<file path="config.mk">
export PLATFORM = sky130hd
export DESIGN_NAME = imu_angle_frame_parser_unit_flat
export DESIGN_NICKNAME = d
export VERILOG_FILES = /design/src/imuafp_pkg.sv /design/src/imuafp_in_if.sv /design/src/imuafp_out_if.sv /design/src/imuafp_front.sv /design/src/imuafp_fifo.sv /design/src/imuafp_back.sv /design/src/imu_angle_frame_parser_unit.sv /design/src/flat_wrapper.sv
export SDC_FILE = /design/constraint.sdc
export NUM_CORES = 1
export LEC_CHECK = 0
export CAP_MARGIN = 20
export CORE_MARGIN = 5
export CORE_UTILIZATION = 25
export DETAILED_ROUTE_END_ITERATION = 12
export DONT_BUFFER_PORTS = 1
export HOLD_SLACK_MARGIN = 0.06
export PLACE_DENSITY_LB_ADDON = 0.1
export SLEW_MARGIN = 20
export SYNTH_ARGS = -nofsm -noshare
export SYNTH_HDL_FRONTEND = slang
export SYNTH_SLANG_ARGS = --single-unit
</file>
<file path="constraint.sdc">
create_clock -name i_clk -period 3.3 [get_ports i_clk]
set_input_delay 0.495 -clock i_clk [delete_from_list [all_inputs] [get_ports i_clk]]
set_output_delay 0.495 -clock i_clk [all_outputs]
set_load 0.05 [all_outputs]
</file>
<file path="src/imuafp_pkg.sv">
// Package for the IMU angle frame parser: frame layout constants, status codes
// and the frame record that travels from the front end to the back end.
// No dependencies.
`timescale 1ns / 1ps

package imuafp_pkg;

    localparam int RX_CAPACITY_DEF = 33;   // default receive capacity in bytes
    localparam int FRAME_LEN       = 11;   // positions held in the frame store
    localparam int SUM_LEN         = 10;   // bytes covered by the checksum
    localparam int QUEUE_DEPTH     = 2;    // frame records between front and back

    localparam logic [7:0] HEADER_BYTE = 8'h55;
    localparam logic [7:0] ANGLE_TYPE  = 8'h01;

    // Byte positions inside a frame
    localparam int POS_HEADER = 0;
    localparam int POS_TYPE   = 2;
    localparam int POS_ROLL   = 4;
    localparam int POS_PITCH  = 6;
    localparam int POS_YAW    = 8;
    localparam int POS_SUM    = 10;

    typedef enum logic [1:0] {
        ST_UPDATED    = 2'd0,
        ST_BAD_HEADER = 2'd1,
        ST_BAD_SUM    = 2'd2,
        ST_OTHER_TYPE = 2'd3
    } t_status;

    typedef struct packed {
        t_status            status;
        logic signed [15:0] roll_code;
        logic signed [15:0] pitch_code;
        logic signed [15:0] yaw_code;
    } t_frame_rec;

    localparam int REC_W = $bits(t_frame_rec);

endpackage

</file>
<file path="src/imuafp_in_if.sv">
// Input channel of the IMU angle frame parser: byte / line-idle beats.
// No dependencies.
`timescale 1ns / 1ps

interface imuafp_in_if;
    logic       valid;
    logic       ready;
    logic       cmd;
    logic [7:0] rx_byte;

    modport source (output valid, output cmd, output rx_byte, input ready);
    modport sink   (input valid, input cmd, input rx_byte, output ready);
endinterface

</file>
<file path="src/imuafp_out_if.sv">
// Output channel of the IMU angle frame parser: status and held angles.
// Depends on imuafp_pkg.
`timescale 1ns / 1ps

interface imuafp_out_if;
    import imuafp_pkg::*;

    logic               valid;
    logic               ready;
    t_status            status;
    logic signed [15:0] roll_angle;
    logic signed [16:0] pitch_angle;
    logic signed [16:0] yaw_angle;

    modport source (output valid, output status, output roll_angle, output pitch_angle,
                    output yaw_angle, input ready);
    modport sink   (input valid, input status, input roll_angle, input pitch_angle,
                    input yaw_angle, output ready);
endinterface

</file>
<file path="src/imuafp_front.sv">
// Front end of the IMU angle frame parser: captures bytes, keeps a running
// checksum and classifies the frame on line idle. Depends on imuafp_pkg, imuafp_in_if.
`timescale 1ns / 1ps

module imuafp_front #(
    parameter int RX_CAPACITY = imuafp_pkg::RX_CAPACITY_DEF
) (
    input  logic                    i_clk,
    input  logic                    i_rst_n,
    imuafp_in_if.sink               i_in,
    input  logic                    i_full,
    output logic                    o_push,
    output imuafp_pkg::t_frame_rec  o_rec
);
    import imuafp_pkg::*;

    localparam int PW = $clog2(RX_CAPACITY + 1);

    logic [PW-1:0] r_pos, n_pos;
    logic [7:0]    r_sum, n_sum;
    logic [7:0]    r_store [FRAME_LEN];
    logic [7:0]    n_store [FRAME_LEN];
    logic          accept;
    t_status       status;

    assign i_in.ready = !i_full;
    assign accept     = i_in.valid && i_in.ready;

    always_comb begin
        n_pos   = r_pos;
        n_sum   = r_sum;
        n_store = r_store;
        o_push  = 1'b0;
        if (accept) begin
            if (!i_in.cmd) begin
                // drop bytes once capacity is reached
                if (r_pos < PW'(RX_CAPACITY)) begin
                    for (int i = 0; i < FRAME_LEN; i++) begin
                        if (r_pos == PW'(i)) begin
                            n_store[i] = i_in.rx_byte;
                        end
                    end
                    if (r_pos < PW'(SUM_LEN)) begin
                        n_sum = r_sum + i_in.rx_byte;
                    end
                    n_pos = r_pos + PW'(1);
                end
            end else begin
                // end of frame: hand off record, clear for the next frame
                o_push = 1'b1;
                n_pos  = '0;
                n_sum  = '0;
                for (int i = 0; i < FRAME_LEN; i++) begin
                    n_store[i] = '0;
                end
            end
        end
    end

    always_comb begin
        priority if (r_store[POS_HEADER] != HEADER_BYTE) begin
            status = ST_BAD_HEADER;
        end else if (r_sum != r_store[POS_SUM]) begin
            status = ST_BAD_SUM;
        end else if (r_store[POS_TYPE] != ANGLE_TYPE) begin
            status = ST_OTHER_TYPE;
        end else begin
            status = ST_UPDATED;
        end
    end

    always_comb begin
        o_rec.status     = status;
        o_rec.roll_code  = {r_store[POS_ROLL + 1], r_store[POS_ROLL]};
        o_rec.pitch_code = {r_store[POS_PITCH + 1], r_store[POS_PITCH]};
        o_rec.yaw_code   = {r_store[POS_YAW + 1], r_store[POS_YAW]};
    end

    always_ff @(posedge i_clk) begin
        if (!i_rst_n) begin
            r_pos <= '0;
            r_sum <= '0;
            for (int i = 0; i < FRAME_LEN; i++) begin
                r_store[i] <= '0;
            end
        end else begin
            r_pos   <= n_pos;
            r_sum   <= n_sum;
            r_store <= n_store;
        end
    end

endmodule

</file>
<file path="src/imuafp_fifo.sv">
// Short register queue between the front and back ends of the parser.
// Depends on nothing but its parameters.
`timescale 1ns / 1ps

module imuafp_fifo #(
    parameter int WIDTH = 8,
    parameter int DEPTH = 2
) (
    input  logic             i_clk,
    input  logic             i_rst_n,
    input  logic             i_push,
    input  logic [WIDTH-1:0] i_data,
    input  logic             i_pop,
    output logic [WIDTH-1:0] o_data,
    output logic             o_full,
    output logic             o_empty
);
    localparam int AW = (DEPTH > 1) ? $clog2(DEPTH) : 1;
    localparam int CW = $clog2(DEPTH + 1);

    logic [WIDTH-1:0] r_mem [DEPTH];
    logic [AW-1:0]    r_wr, r_rd;
    logic [CW-1:0]    r_cnt;
    logic             do_push, do_pop;

    assign o_full  = (r_cnt == CW'(DEPTH));
    assign o_empty = (r_cnt == '0);
    assign do_push = i_push && !o_full;
    assign do_pop  = i_pop && !o_empty;
    assign o_data  = r_mem[r_rd];

    always_ff @(posedge i_clk) begin
        if (do_push) begin
            r_mem[r_wr] <= i_data;
        end
    end

    always_ff @(posedge i_clk) begin
        if (!i_rst_n) begin
            r_wr  <= '0;
            r_rd  <= '0;
            r_cnt <= '0;
        end else begin
            if (do_push) begin
                r_wr <= (r_wr == AW'(DEPTH - 1)) ? '0 : r_wr + AW'(1);
            end
            if (do_pop) begin
                r_rd <= (r_rd == AW'(DEPTH - 1)) ? '0 : r_rd + AW'(1);
            end
            r_cnt <= r_cnt + CW'(do_push) - CW'(do_pop);
        end
    end

endmodule

</file>
<file path="src/imuafp_back.sv">
// Back end of the IMU angle frame parser: updates the held angles from
// accepted frames and drives the output register. Depends on imuafp_pkg, imuafp_out_if.
`timescale 1ns / 1ps

module imuafp_back (
    input  logic                    i_clk,
    input  logic                    i_rst_n,
    input  imuafp_pkg::t_frame_rec  i_rec,
    input  logic                    i_empty,
    input  logic signed [15:0]      i_yaw_offset,
    output logic                    o_pop,
    imuafp_out_if.source            o_out
);
    import imuafp_pkg::*;

    logic               r_valid;
    t_status            r_status;
    logic signed [15:0] r_roll;
    logic signed [16:0] r_pitch, n_pitch;
    logic signed [16:0] r_yaw, n_yaw;

    // take a record whenever the output register is free or being drained
    assign o_pop = !i_empty && (!r_valid || o_out.ready);

    assign n_pitch = -{i_rec.pitch_code[15], i_rec.pitch_code};
    assign n_yaw   = {i_rec.yaw_code[15], i_rec.yaw_code}
                   - {i_yaw_offset[15], i_yaw_offset};

    always_ff @(posedge i_clk) begin
        if (!i_rst_n) begin
            r_valid  <= 1'b0;
            r_status <= ST_UPDATED;
            r_roll   <= '0;
            r_pitch  <= '0;
            r_yaw    <= '0;
        end else begin
            if (o_pop) begin
                r_valid  <= 1'b1;
                r_status <= i_rec.status;
                if (i_rec.status == ST_UPDATED) begin
                    r_roll  <= i_rec.roll_code;
                    r_pitch <= n_pitch;
                    r_yaw   <= n_yaw;
                end
            end else if (o_out.ready) begin
                r_valid <= 1'b0;
            end
        end
    end

    assign o_out.valid       = r_valid;
    assign o_out.status      = r_status;
    assign o_out.roll_angle  = r_roll;
    assign o_out.pitch_angle = r_pitch;
    assign o_out.yaw_angle   = r_yaw;

endmodule

</file>
<file path="src/imu_angle_frame_parser_unit.sv">
// IMU angle frame parser, top level. An accepted line-idle beat writes its record into
// the queue, which the output register then loads. Throughput: one input beat per
// cycle while the queue has room, bytes and idle events alike; results drain at one
// per cycle while o_out.ready is high, through a two-entry frame queue and the output
// register. Reset (i_rst_n low, synchronous) clears the frame store, position,
// checksum, held angles, yaw offset and all valid state; no clearing pass is needed.
`timescale 1ns / 1ps

module imu_angle_frame_parser_unit #(
    parameter int RX_CAPACITY = imuafp_pkg::RX_CAPACITY_DEF
) (
    input  logic               i_clk,
    input  logic               i_rst_n,
    input  logic               i_cfg_we,
    input  logic signed [15:0] i_cfg_wdata,
    imuafp_in_if.sink          i_in,
    imuafp_out_if.source       o_out
);
    import imuafp_pkg::*;

    // Yaw reference; the user must write it only while the block is idle (not enforced here)
    logic signed [15:0] r_yaw_offset;

    // Front to queue
    logic       push;
    t_frame_rec front_rec;
    logic       q_full;

    // Queue to back
    logic [REC_W-1:0] q_data;
    t_frame_rec       back_rec;
    logic             q_empty;
    logic             pop;

    always_ff @(posedge i_clk) begin
        if (!i_rst_n) begin
            r_yaw_offset <= '0;
        end else if (i_cfg_we) begin
            r_yaw_offset <= i_cfg_wdata;
        end
    end

    // Front: capture bytes, accumulate checksum, classify the frame on idle
    imuafp_front #(
        .RX_CAPACITY(RX_CAPACITY)
    ) u_front (
        .i_clk   (i_clk),
        .i_rst_n (i_rst_n),
        .i_in    (i_in),
        .i_full  (q_full),
        .o_push  (push),
        .o_rec   (front_rec)
    );

    // Queue: lets the front keep taking beats while the output stalls
    imuafp_fifo #(
        .WIDTH(REC_W),
        .DEPTH(QUEUE_DEPTH)
    ) u_fifo (
        .i_clk   (i_clk),
        .i_rst_n (i_rst_n),
        .i_push  (push),
        .i_data  (front_rec),
        .i_pop   (pop),
        .o_data  (q_data),
        .o_full  (q_full),
        .o_empty (q_empty)
    );

    assign back_rec = t_frame_rec'(q_data);

    // Back: update held angles on a good frame, present status and angles
    imuafp_back u_back (
        .i_clk        (i_clk),
        .i_rst_n      (i_rst_n),
        .i_rec        (back_rec),
        .i_empty      (q_empty),
        .i_yaw_offset (r_yaw_offset),
        .o_pop        (pop),
        .o_out        (o_out)
    );

endmodule

</file>
<file path="src/flat_wrapper.sv">
// flat-port wrapper written by rule: the top's interface ports become plain ports
module imu_angle_frame_parser_unit_flat import imuafp_pkg::*;
#(
    parameter int RX_CAPACITY = imuafp_pkg::RX_CAPACITY_DEF
)
  (i_clk, i_rst_n, i_cfg_we, i_cfg_wdata, i_in_valid, i_in_cmd, i_in_rx_byte, i_in_ready, o_out_valid, o_out_status, o_out_roll_angle, o_out_pitch_angle, o_out_yaw_angle, o_out_ready);
  imuafp_in_if i_in_i ();
  imuafp_out_if o_out_i ();
  input  logic i_clk;
  input  logic i_rst_n;
  input  logic i_cfg_we;
  input  logic signed [15:0] i_cfg_wdata;
  input wire logic [$bits(i_in_i.valid)-1:0] i_in_valid;
  input wire logic [$bits(i_in_i.cmd)-1:0] i_in_cmd;
  input wire logic [$bits(i_in_i.rx_byte)-1:0] i_in_rx_byte;
  output wire logic [$bits(i_in_i.ready)-1:0] i_in_ready;
  output wire logic [$bits(o_out_i.valid)-1:0] o_out_valid;
  output wire logic [$bits(o_out_i.status)-1:0] o_out_status;
  output wire logic [$bits(o_out_i.roll_angle)-1:0] o_out_roll_angle;
  output wire logic [$bits(o_out_i.pitch_angle)-1:0] o_out_pitch_angle;
  output wire logic [$bits(o_out_i.yaw_angle)-1:0] o_out_yaw_angle;
  input wire logic [$bits(o_out_i.ready)-1:0] o_out_ready;
  assign i_in_i.valid = i_in_valid;
  assign i_in_i.cmd = i_in_cmd;
  assign i_in_i.rx_byte = i_in_rx_byte;
  assign i_in_ready = i_in_i.ready;
  assign o_out_valid = o_out_i.valid;
  assign o_out_status = o_out_i.status;
  assign o_out_roll_angle = o_out_i.roll_angle;
  assign o_out_pitch_angle = o_out_i.pitch_angle;
  assign o_out_yaw_angle = o_out_i.yaw_angle;
  assign o_out_i.ready = o_out_ready;
  imu_angle_frame_parser_unit #(.RX_CAPACITY(RX_CAPACITY)) u_core (.i_clk(i_clk), .i_rst_n(i_rst_n), .i_cfg_we(i_cfg_we), .i_cfg_wdata(i_cfg_wdata), .i_in(i_in_i), .o_out(o_out_i));
endmodule
</file>
==> metrics.md <==
| Metric | Value |
|---|---|
| Final setup margin | `0.392 ns` |
| YS warnings | `0` |
| Total track usage | `0.118` |
| Critical Path Sink Type | `flip-flop` |
| Pre-antenna DRT Iters | `5` |
| Area after DPL | `11800 sq um` |
| Mux contribution to synthesized area | `0.0640` |
| Worst hold slack | `0.0953 ns` |
| Post-synth EDFFs | `100` |
| CP max stage delay | `0.59 ns` |
| Syn Nets | `1125` |
| #FFs+latches synth | `260` |
| Slew @ Worst Pin | `0.838 ns` |
| Count of final hold-check violations | `0` |
| CTS clk-pin slew, worst paths | `0.06 ns` |
| Total power | `8.42 mW` |
| Most used flip-flop cell after synthesis | `dfxtp_1` |
| Drt wl/cell | `17.6 um` |
| Die ar. | `48800 sq um` |
| Critical path destination | `u_core.u_back.o_out.yaw_angle[8]` |
| Die height | `221 um` |
| Avg Cell Area, Syn | `10.5 sq um` |
| Clk buf depth | `3` |
| Worst R2R Setup Slack | `0.39 ns` |
| FF-to-FF End | `u_core.u_back.o_out.yaw_angle[8]` |
| Fillers | `4649` |
| CP Cell Sequence | `mux2i_1 -> ha_1 -> inv_1 -> fa_1 -> a21o_1 -> a221oi_1 -> o21ai_0 -> xor2_1 -> nand2_1 -> a21oi_1` |
| Die width | `221 um` |
| Register area share after synthesis | `0.559` |
| DR DRC count | `0` |
| CP max-delay cell | `dfxtp_2` |
| CTS HTree Levels | `1` |
| Setup TNS | `0 ns` |
| Area Growth Syn to Fin | `16.8%` |
| Nets@finish | `1134` |
| Fin util | `0.294` |
| Total of max-cap violations | `0` |
| Share of layout cells above drive strength 1 | `0.106` |
| Crit path kind | `reg -> reg` |
| Yosys cell types | `72` |
| Synth Area in Simple Gates | `0.149` |
| CP required | `3.71 ns` |
| Fin crit share | `0.881` |
| Leading cell type in the layout, fill and taps excluded | `nor2_1` |
| Async set-reset flop share out of synthesis | `0` |
| Power per cell area | `649 nW/um^2` |
| GPL Wtd Cong | `0.726` |
| GR Overflow Total | `0` |
| Mapped Area | `11100 sq um` |
| Post_cts resized | `0` |
| Antenna violation net count after detailed routing | `0` |
| Clock latency on the worst-skew pair | `0.56 ns` |
| HP Class | `in -> reg` |
| Vias per cell | `4.44` |
| Status | `completed` |
| Crit path DAT | `3.32 ns` |
| P_leak | `4.48 nW` |
| Design Area, Final | `13000 sq um` |
| Final wirelength | `29600 um` |
| Initial antenna violation count | `0` |
| Post-Synth Adder-Cell Area | `0.0385` |
| Final setup violation count | `0` |
| Placed Instances | `1608` |
| Core Area | `44100 sq um` |
| Max Slew Vio Count | `0` |
| Vias | `7489` |
| Clock sinks | `260` |
| Main combinational cell family by area after synthesis | `simple AND/OR/NAND/NOR gates` |
| Place WS | `0.383 ns` |
| Hpwl dp | `19300 um` |
| Crit path time final | `2.91 ns` |
| RSZ-0062 raised after global routing | `false` |
| Rel. slew slack | `0.441` |
| VDD IR max | `0.369 mV` |
| Largest net degree at the start of global routing | `63` |
| Initial DRC Count | `455` |
| Fin cells | `1688` |
| Antenna cells | `0` |
| Clock Skews | `0.00913 ns` |
| R2R cell count | `10` |
| Vias in the first global route | `7319` |
| CTS buffer count | `31` |
| Most frequent cells in the layout | `229 x nor2_1, 159 x dfxtp_1, 100 x edfxtp_1, 68 x a31oi_1` |
| First-pass GRT wire length | `46300 um` |
| FMAX | `344 MHz` |
| Synth Area in XOR/XNOR | `0.0347` |
| Starting Density | `0.252` |
| Startpoint types | `flip-flop` |
| Crit-path max FO | `17` |
| Core Rows | `77` |
| Compound-Gate Fraction of Synth Area | `0.118` |
| CTS tree | `done` |
| Port-buffer cells | `0` |
| Root buffer cell | `clkbuf_16` |
| Post-Synthesis Cells | `1062` |
| # IOs | `84` |
[power by group]
part           switching [mW]  internal (mW)
Combinational           0.904          0.602
Sequential              0.147           3.47
Clock                    1.34           1.95
[cell usage after synthesis (4+ instances only)]
cell | n | area (sq um)
a211oi_1 | 26 | 195
a21o_1 | 5 | 37.5
a21oi_1 | 44 | 220
a22oi_1 | 7 | 52.6
a31oi_1 | 68 | 425
buf_1 | 13 | 48.8
buf_2 | 17 | 85.1
clkbuf_1 | 34 | 128
dfxtp_1 | 160 | 3200
edfxtp_1 | 100 | 3000
ha_1 | 31 | 388
inv_1 | 26 | 97.6
mux2_2 | 18 | 203
mux2i_1 | 44 | 440
nand2_1 | 38 | 143
nand2b_1 | 12 | 75.1
nand3_1 | 17 | 85.1
nand4_1 | 7 | 43.8
nor2_1 | 231 | 867
nor2b_1 | 5 | 31.3
nor3_1 | 10 | 50.1
nor3_2 | 4 | 40.0
nor3b_1 | 4 | 30.0
nor3b_2 | 4 | 50.1
o21a_1 | 4 | 30.0
o21ai_0 | 16 | 80.1
o21ai_1 | 8 | 40.0
xnor2_1 | 32 | 280
xor2_1 | 12 | 105
[area by class of cell]
class | instances | area, sq um | area share
clock inverters | 7 | 70.1 | 0.00540
well taps | 592 | 741 | 0.0571
repair buffers | 44 | 423 | 0.0326
flip-flops and latches | 260 | 6210 | 0.478
clock buffers | 51 | 911 | 0.0702
multi-input cells | 706 | 4520 | 0.348
inverters | 28 | 108 | 0.00829
[flip-flops by register name, summed over array words and instances (netlist names), named ones only]
name / flops
u_core.u_back.o_out.roll_angle: 16
u_core.u_fifo.r_mem: 100
u_core.u_back.o_out.valid: 1
u_core.u_fifo.r_rd: 1
u_core.u_front.r_store: 24
u_core.u_front.r_sum: 8
u_core.u_front.o_rec: 48
u_core.u_back.o_out.status: 2
u_core.u_back.o_out.pitch_angle: 17
u_core.u_back.o_out.yaw_angle: 17
u_core.u_fifo.r_wr: 1
u_core.u_front.r_pos: 6
u_core.u_fifo.r_cnt: 2
u_core.r_yaw_offset: 16
[cell families (layout without fill, tap and decap cells)]
family | count (synthesis) | count (layout)
simple gates | 360 | 360
compound gates | 202 | 202
fa+ha+maj | 33 | 33
mux | 67 | 67
buf+inv | 96 | 130
xor+xnor | 44 | 44
flops | 260 | 260
[critical path: cells and delay by family (launching register included)]
| family | cells | cell delay [ns] |
|---|---|---|
| muxes | 1 | 0.27 |
| adders and majority gates | 2 | 0.60 |
| AOI/OAI and AO/OA | 4 | 0.97 |
| and+or+nand+nor | 1 | 0.08 |
| buffers and inverters | 1 | 0.06 |
| xor gates and xnor gates | 1 | 0.20 |
| DFF | 1 | 0.59 |
[per-layer routing]
layer  global-route usage  vias to the layer above  share of wire
met4               0.0290                        0          0.016
met3               0.0261                       32          0.049
met5                    0                        -              0
met1                0.164                     3546           0.48
met2                0.189                      113           0.45
li1                     -                     3798              -
[what timing repair did]
item	in CTS	in global routing
hold buffers	22	0
hold endpoints to repair	24	0
buffers inserted	0	0
[how the worst min path moves through the flow]
stage                                        start                                end  slack, ns  cells after the start
after global routing                       i_rst_n  u_core.u_back.o_out.yaw_angle[14]       0.06                      2
after CTS                                  i_rst_n  u_core.u_back.o_out.yaw_angle[14]       0.06                      2
after floorplan            u_core.u_front.o_rec[0]          u_core.u_fifo.r_mem[0][0]       0.43                      0
after global placement    u_core.u_front.o_rec[37]         u_core.u_fifo.r_mem[1][37]       0.44                      0
after detailed placement  u_core.u_front.o_rec[37]         u_core.u_fifo.r_mem[1][37]       0.44                      0
final                                     i_cfg_we             u_core.r_yaw_offset[9]        0.1                      2
Note: power is estimated with default switching activity, not from simulation.
